**src/hw/rtl/lldp_pkg.sv**
```systemverilog
// types and constants shared by the lldp tlv parser
`timescale 1ns / 1ps
`default_nettype none

package lldp_pkg;

  // result kinds
  localparam logic [2:0] KIND_END     = 3'd0;
  localparam logic [2:0] KIND_CHASSIS = 3'd1;
  localparam logic [2:0] KIND_PORT    = 3'd2;
  localparam logic [2:0] KIND_TTL     = 3'd3;
  localparam logic [2:0] KIND_REJECT  = 3'd4;

  // tlv type codes from the header
  localparam logic [6:0] TYPE_END     = 7'd0;
  localparam logic [6:0] TYPE_CHASSIS = 7'd1;
  localparam logic [6:0] TYPE_PORT    = 7'd2;
  localparam logic [6:0] TYPE_TTL     = 7'd3;

  // required lengths and subtypes
  localparam logic [8:0] LEN_END = 9'd0;
  localparam logic [8:0] LEN_MAC = 9'd7;
  localparam logic [8:0] LEN_TTL = 9'd2;
  localparam logic [7:0] SUBTYPE_CHASSIS_MAC = 8'd4;
  localparam logic [7:0] SUBTYPE_PORT_MAC    = 8'd3;

  // byte positions within a tlv
  localparam logic [3:0] POS_HDR2     = 4'd1;
  localparam logic [3:0] POS_VALUE0   = 4'd2;
  localparam logic [3:0] POS_VALUE1   = 4'd3;
  localparam logic [3:0] POS_MAC_LAST = 4'd8;

  typedef struct packed {
    logic [7:0] data_byte;
    logic       tlv_start;
  } lldp_in_t;

  typedef struct packed {
    logic [2:0]  tlv_kind;
    logic [6:0]  type_code;
    logic [8:0]  value_len;
    logic [47:0] mac_address;
    logic [15:0] time_to_live;
  } lldp_out_t;

endpackage

`default_nettype wire

```
**src/hw/rtl/lldp_tlv_parser.sv**
```systemverilog
// lldp tlv header and value parser, one byte per item
//
//  channel | dir | payload    | handshake
//  in_     | in  | lldp_in_t  | in_valid / in_ready
//  out_    | out | lldp_out_t | out_valid / out_ready
//
// one byte is taken every cycle while the skid is empty; the result of the byte
// that decides the tlv is registered into the output register, or the skid.
// the parse state (position counter, header, shift registers) updates in the
// same cycle a byte is accepted, so back-to-back bytes need no bubbles.
// a skid register behind the output register keeps input flowing for one
// result while out_ready is low; in_ready drops only when the skid is full.
// rst_n is synchronous; after reset the parser ignores bytes until a start.
`timescale 1ns / 1ps
`default_nettype none

module lldp_tlv_parser
  import lldp_pkg::*;
(
  input  wire logic      clk,
  input  wire logic      rst_n,
  input  wire logic      in_valid,
  output logic           in_ready,
  input  wire lldp_in_t  in_data,
  output logic           out_valid,
  input  wire logic      out_ready,
  output lldp_out_t      out_data
);

  // parse state
  logic [3:0]  pos_r,  pos_nxt;
  logic [7:0]  hdr_r,  hdr_nxt;
  logic [6:0]  type_r, type_nxt;
  logic [8:0]  len_r,  len_nxt;
  logic [47:0] mac_r,  mac_nxt;
  logic [15:0] ttl_r,  ttl_nxt;
  logic        done_r, done_nxt;

  // output register and skid
  logic        out_valid_r,  out_valid_nxt;
  lldp_out_t   out_data_r,   out_data_nxt;
  logic        skid_valid_r, skid_valid_nxt;
  lldp_out_t   skid_data_r,  skid_data_nxt;

  logic        in_fire;
  logic        res_valid;
  lldp_out_t   res;
  logic [6:0]  hdr_type;
  logic [8:0]  hdr_len;
  logic [7:0]  want_subtype;

  assign in_ready  = !skid_valid_r;
  assign in_fire   = in_valid && in_ready;
  assign out_valid = out_valid_r;
  assign out_data  = out_data_r;

  // header split from the held first byte and the incoming second byte
  assign hdr_type     = hdr_r[7:1];
  assign hdr_len      = {hdr_r[0], in_data.data_byte};
  assign want_subtype = (type_r == TYPE_CHASSIS) ? SUBTYPE_CHASSIS_MAC : SUBTYPE_PORT_MAC;

  // byte step and decision
  always_comb begin
    pos_nxt   = pos_r;
    hdr_nxt   = hdr_r;
    type_nxt  = type_r;
    len_nxt   = len_r;
    mac_nxt   = mac_r;
    ttl_nxt   = ttl_r;
    done_nxt  = done_r;
    res_valid = 1'b0;
    res.tlv_kind     = KIND_REJECT;
    res.mac_address  = '0;
    res.time_to_live = '0;
    if (in_fire) begin
      if (in_data.tlv_start) begin
        hdr_nxt  = in_data.data_byte;
        type_nxt = '0;
        len_nxt  = '0;
        mac_nxt  = '0;
        ttl_nxt  = '0;
        pos_nxt  = POS_HDR2;
        done_nxt = 1'b0;
      end else if (!done_r) begin
        if (pos_r == POS_HDR2) begin
          type_nxt = hdr_type;
          len_nxt  = hdr_len;
          pos_nxt  = POS_VALUE0;
          case (hdr_type) inside
            TYPE_END: begin
              res_valid = 1'b1;
              if (hdr_len == LEN_END) res.tlv_kind = KIND_END;
            end
            TYPE_CHASSIS, TYPE_PORT: begin
              res_valid = (hdr_len != LEN_MAC);
            end
            TYPE_TTL: begin
              res_valid = (hdr_len != LEN_TTL);
            end
            default: begin
              res_valid = 1'b1;
            end
          endcase
        end else if (type_r == TYPE_TTL) begin
          // two value bytes, big-endian
          if (pos_r == POS_VALUE0) begin
            ttl_nxt = {8'd0, in_data.data_byte};
            pos_nxt = POS_VALUE1;
          end else begin
            ttl_nxt          = {ttl_r[7:0], in_data.data_byte};
            res_valid        = 1'b1;
            res.tlv_kind     = KIND_TTL;
            res.time_to_live = ttl_nxt;
          end
        end else begin
          // chassis or port id: subtype byte, then six mac bytes
          if (pos_r == POS_VALUE0) begin
            if (in_data.data_byte != want_subtype) res_valid = 1'b1;
            else pos_nxt = POS_VALUE1;
          end else begin
            mac_nxt = {mac_r[39:0], in_data.data_byte};
            if (pos_r >= POS_MAC_LAST) begin
              res_valid       = 1'b1;
              res.tlv_kind    = (type_r == TYPE_CHASSIS) ? KIND_CHASSIS : KIND_PORT;
              res.mac_address = mac_nxt;
            end else begin
              pos_nxt = pos_r + 4'd1;
            end
          end
        end
        if (res_valid) done_nxt = 1'b1;
      end
    end
    res.type_code = type_nxt;
    res.value_len = len_nxt;
  end

  // output register with skid
  always_comb begin
    out_valid_nxt  = out_valid_r;
    out_data_nxt   = out_data_r;
    skid_valid_nxt = skid_valid_r;
    skid_data_nxt  = skid_data_r;
    if (out_valid_r && !out_ready) begin
      if (res_valid) begin
        skid_valid_nxt = 1'b1;
        skid_data_nxt  = res;
      end
    end else if (skid_valid_r) begin
      out_valid_nxt  = 1'b1;
      out_data_nxt   = skid_data_r;
      skid_valid_nxt = 1'b0;
    end else begin
      out_valid_nxt = res_valid;
      if (res_valid) out_data_nxt = res;
    end
  end

  // control registers
  always_ff @(posedge clk) begin
    if (!rst_n) begin
      pos_r        <= '0;
      done_r       <= 1'b1;
      out_valid_r  <= 1'b0;
      skid_valid_r <= 1'b0;
    end else begin
      pos_r        <= pos_nxt;
      done_r       <= done_nxt;
      out_valid_r  <= out_valid_nxt;
      skid_valid_r <= skid_valid_nxt;
    end
  end

  // payload registers
  always_ff @(posedge clk) begin
    hdr_r       <= hdr_nxt;
    type_r      <= type_nxt;
    len_r       <= len_nxt;
    mac_r       <= mac_nxt;
    ttl_r       <= ttl_nxt;
    out_data_r  <= out_data_nxt;
    skid_data_r <= skid_data_nxt;
  end

`ifndef SYNTH
  // skid only fills behind a held result
  a_skid_behind_out: assert property (@(posedge clk) disable iff (!rst_n)
    skid_valid_r |-> out_valid_r)
    else $error("skid holds an item while the output register is empty");

  // a tlv is only opened by an accepted start byte
  a_open_on_start: assert property (@(posedge clk) disable iff (!rst_n)
    $fell(done_r) |-> $past(in_fire && in_data.tlv_start))
    else $error("parser left idle without a start byte");

  // a new result follows an accepted byte
  a_result_from_byte: assert property (@(posedge clk) disable iff (!rst_n)
    $rose(out_valid_r) |-> $past(in_fire))
    else $error("result appeared without an accepted byte");

  // position counter stays within the longest tlv
  a_pos_range: assert property (@(posedge clk) disable iff (!rst_n)
    !done_r |-> (pos_r <= POS_MAC_LAST))
    else $error("byte position beyond last mac byte");
`endif

endmodule

`default_nettype wire

```
**config.mk**
```make
export PLATFORM = sky130hd
export DESIGN_NAME = lldp_tlv_parser
export DESIGN_NICKNAME = d
export VERILOG_FILES = /design/src/hw/rtl/lldp_pkg.sv /design/src/hw/rtl/lldp_tlv_parser.sv
export SDC_FILE = /design/constraint.sdc
export NUM_CORES = 1
export LEC_CHECK = 0
export BUFFER_PORTS_ARGS = -buffer_cell sky130_fd_sc_hd__buf_2
export CORE_ASPECT_RATIO = 0.9
export CORE_UTILIZATION = 30
export DETAILED_ROUTE_END_ITERATION = 12
export PLACE_DENSITY = 0.52
export SYNTH_ARGS = -nofsm -noshare
export SYNTH_HDL_FRONTEND = slang
export SYNTH_SLANG_ARGS = --single-unit
```
**constraint.sdc**
```tcl
create_clock -name clk -period 11.3 [get_ports clk]
set_input_delay 1.13 -clock clk [delete_from_list [all_inputs] [get_ports clk]]
set_output_delay 1.13 -clock clk [all_outputs]
set_load 0.005 [all_outputs]
```
==> key figures <==
Clocking
  • Post-CTS Setup Inserts: 0
  • Clock-pin slew on the worst setup and hold paths: 0.06 ns
  • Total clock sinks: 245
  • Clk Tree Root Cell: clkbuf_16
  • Hold-fix buffers, CTS: 0
  • Gates resized, CTS repair: 0
  • Num CTS Buffers: 25
  • H-tree depth: 1
  • Clk_lat worst skew: 0.51 ns
  • Bufs on Longest Clock Path: 3
  • CTS tree: done

Floorplan
  • Area of the die: 32200 um2
  • Core box area: 30900 um2
  • Initial core utilization: 0.306
  • Die X: 189 um
  • Row count: 61
  • Io pins: 98
  • Die Ht: 170 um

Final layout
  • Highest-count cells in the layout ignoring fill and taps: edfxtp_1, buf_2, a21o_1
  • Nets: 717
  • Fillers: 2968
  • Most common cell after layout, fill and taps aside: edfxtp_1
  • Design area: 11200 um2
  • Area delta synth->final: 18.0%
  • Fraction of layout cells with a size suffix above 1: 0.247
  • Antenna diodes: 0

Placement
  • Port bufs: 97
  • Placer's final routability congestion estimate: 0.812
  • Cell area after placement: 10400 um2
  • Hpwl dp: 12.3 mm
  • Pre-CTS setup slack: 7.84 ns

Worst setup path
  • Critical path type: register to register
  • Largest fanout on the critical path: 48
  • Startpoint Class: register
  • Worst Path Arrival: 3.25 ns
  • Crit end category: register
  • Worst endpoint required time: 11.44 ns

Synth
  • Leading area contributor after synthesis: edfxtp_1
  • Most used DFF post-synth: edfxtp_1
  • Largest family of logic cells by synthesized area: simple AND/OR/NAND/NOR gates
  • Compound-Gate Fraction of Synth Area: 0.0834
  • Multiplexer area fraction after synthesis: 0.0212
  • Synth Area in Simple Gates: 0.116
  • Syn Inst Count: 595
  • Post-synth EDFFs: 222
  • Netlist cell types: 51
  • Synth Area in Adders: 0.00530
  • Seq/Total Area, Yosys: 0.754
  • Yosys warnings: 0
  • Net Count, Synth: 612
  • Syn Area/Cell: 15.9 um2
  • Fraction of synthesized cell area in xor and xnor cells: 0.000927
  • Yosys reg bits: 245
  • Mapped Area: 9450 um2
  • Synth top area cells: edfxtp_1, dfxtp_1, a21o_1
  • Post-synth top area share: 0.706
  • FFs w/ async S/R, synth: 0

Global route
  • Total global-route track usage: 0.119
  • Initial antenna violation count: 0
  • Vias in the first global route: 4908
  • Largest net degree at the start of global routing: 72
  • Total congestion overflow: 0
  • First-pass GRT wire length: 29.6 mm

STA
  • Fin crit period: 3.11 ns
  • Slew HR: 0.349
  • Fin crit share: 0.276
  • Slew Limit Fails: 0
  • Setup Viol. Count Final: 0
  • Fmax achieved: 321 MHz
  • RSZ-0062 raised after global routing: false
  • Setup tns final: 0 ns
  • Worst-Margin Slew: 0.976 ns
  • Post-route setup slack: 8.19 ns
  • Worst-case clock skew: 0.0121 ns
  • Final Hold Fails: 0

Power
  • Pwr Total: 0.00181 W
  • Leakage power: 4.66 nW
  • Pwr/cell area: 163 nW/um2
  • Peak VDD IR: 0.000106 V

Detailed routing
  • Vias: 5033
  • DRT Wirelength: 19.3 mm
  • Avg WL per Cell: 17.2 um
  • Pre-Repair DR Iteration Count: 5
  • Number of vias per cell: 4.47
  • Post-route DRC: 0
  • Starting DRT DRC Count: 292
  • Routed Antenna Nets: 0

Min path
  • Hold crit path type: register to register

Flow run
  • Max Cap Viol: 0

Run status
  • Outcome: finished, final reports clean
state kept, by name, summed over array words and instances (netlist names):
| register | cells |
|---|---|
| skid_data_r | 83 |
| mac_r | 40 |
| hdr_r | 8 |
| type_r | 7 |
| len_r | 9 |
| pos_r | 4 |
| done_r | 1 |
| out_data | 83 |
| skid_valid_r | 1 |
| ttl_r | 8 |
| out_valid | 1 |
power breakdown:
group | leakage, nW | internal [W] | switching, W | total, W
registers | 2.47 | 0.00100 | 0.00000859 | 0.00101
logic | 1.85 | 0.0000180 | 0.0000319 | 0.0000499
clock network | 0.345 | 0.000413 | 0.000341 | 0.000754
total | 4.66 | 0.00143 | 0.000381 | 0.00181
stage by stage:
step	hold WS (ns)	util	cells
2_1_floorplan	0.450	-	595
3_3_place_gp	0.476	0.337	1082
3_5_place_dp	0.479	0.337	1082
4_1_cts	0.493	0.361	1127
5_1_grt	0.525	0.361	1127
6_report	0.485	0.361	1127
cell families (layout without fill, tap and decap cells):
group | after synthesis | after routing
AO/OA/AOI/OAI | 108 | 108
AND/OR/NAND/NOR | 177 | 177
XOR/XNOR | 1 | 1
adder cells (fa/ha/maj) | 4 | 4
buffers and inverters | 42 | 165
flip-flops | 245 | 245
multiplexers | 18 | 18
cell type report:
cell class / instances / area, um2 / share of cell area
multi-input combinational: 308 / 2170 / 0.194
clock buffer: 29 / 651 / 0.0583
inverter: 15 / 56.3 / 0.00505
sequential: 245 / 7130 / 0.639
clock inverter: 16 / 91.3 / 0.00819
timing repair buffer: 105 / 546 / 0.0489
tap: 409 / 512 / 0.0459
synthesized netlist by cell type, drive strengths merged (5+ instances only):
cell / instances
edfxtp: 222
nor3: 5
nand2: 25
o22a: 8
and2: 48
nor2: 27
mux2: 16
o21ai: 6
dfxtp: 23
inv: 15
a21oi: 12
nor2b: 35
a31oi: 5
clkbuf: 16
a21o: 59
nand3: 8
nand2b: 12
a22o: 8
buf: 11
final timing paths:
path / start / endpoint / slack (ns) / cells after the start
max reg2reg: type_r[2]$_DFF_P_ / skid_data_r[39]$_DFFE_PP_ / 8.19 / 6
max: type_r[2]$_DFF_P_ / skid_data_r[39]$_DFFE_PP_ / 8.19 / 6
min: len_r[8]$_DFF_P_ / len_r[8]$_DFF_P_ / 0.49 / 2
min reg2reg: len_r[8]$_DFF_P_ / len_r[8]$_DFF_P_ / 0.49 / 2
routing by layer:
layer  up-vias  wire length, um  track usage
met5         -                0            0
met2       114             8690        0.182
li1       2419                -            -
met4         0              251       0.0259
met1      2482             9620        0.175
met3        18              775       0.0217
critical path, cell delays in order, from the launching register on:
cell     delay [ns]
dfxtp_1        0.33
nor4b_4        0.38
nand3_1        0.47
mux2i_1        0.39
a31oi_1        0.31
nor3_2         0.24
buf_4          0.59
(Power assumes the default switching activity.)
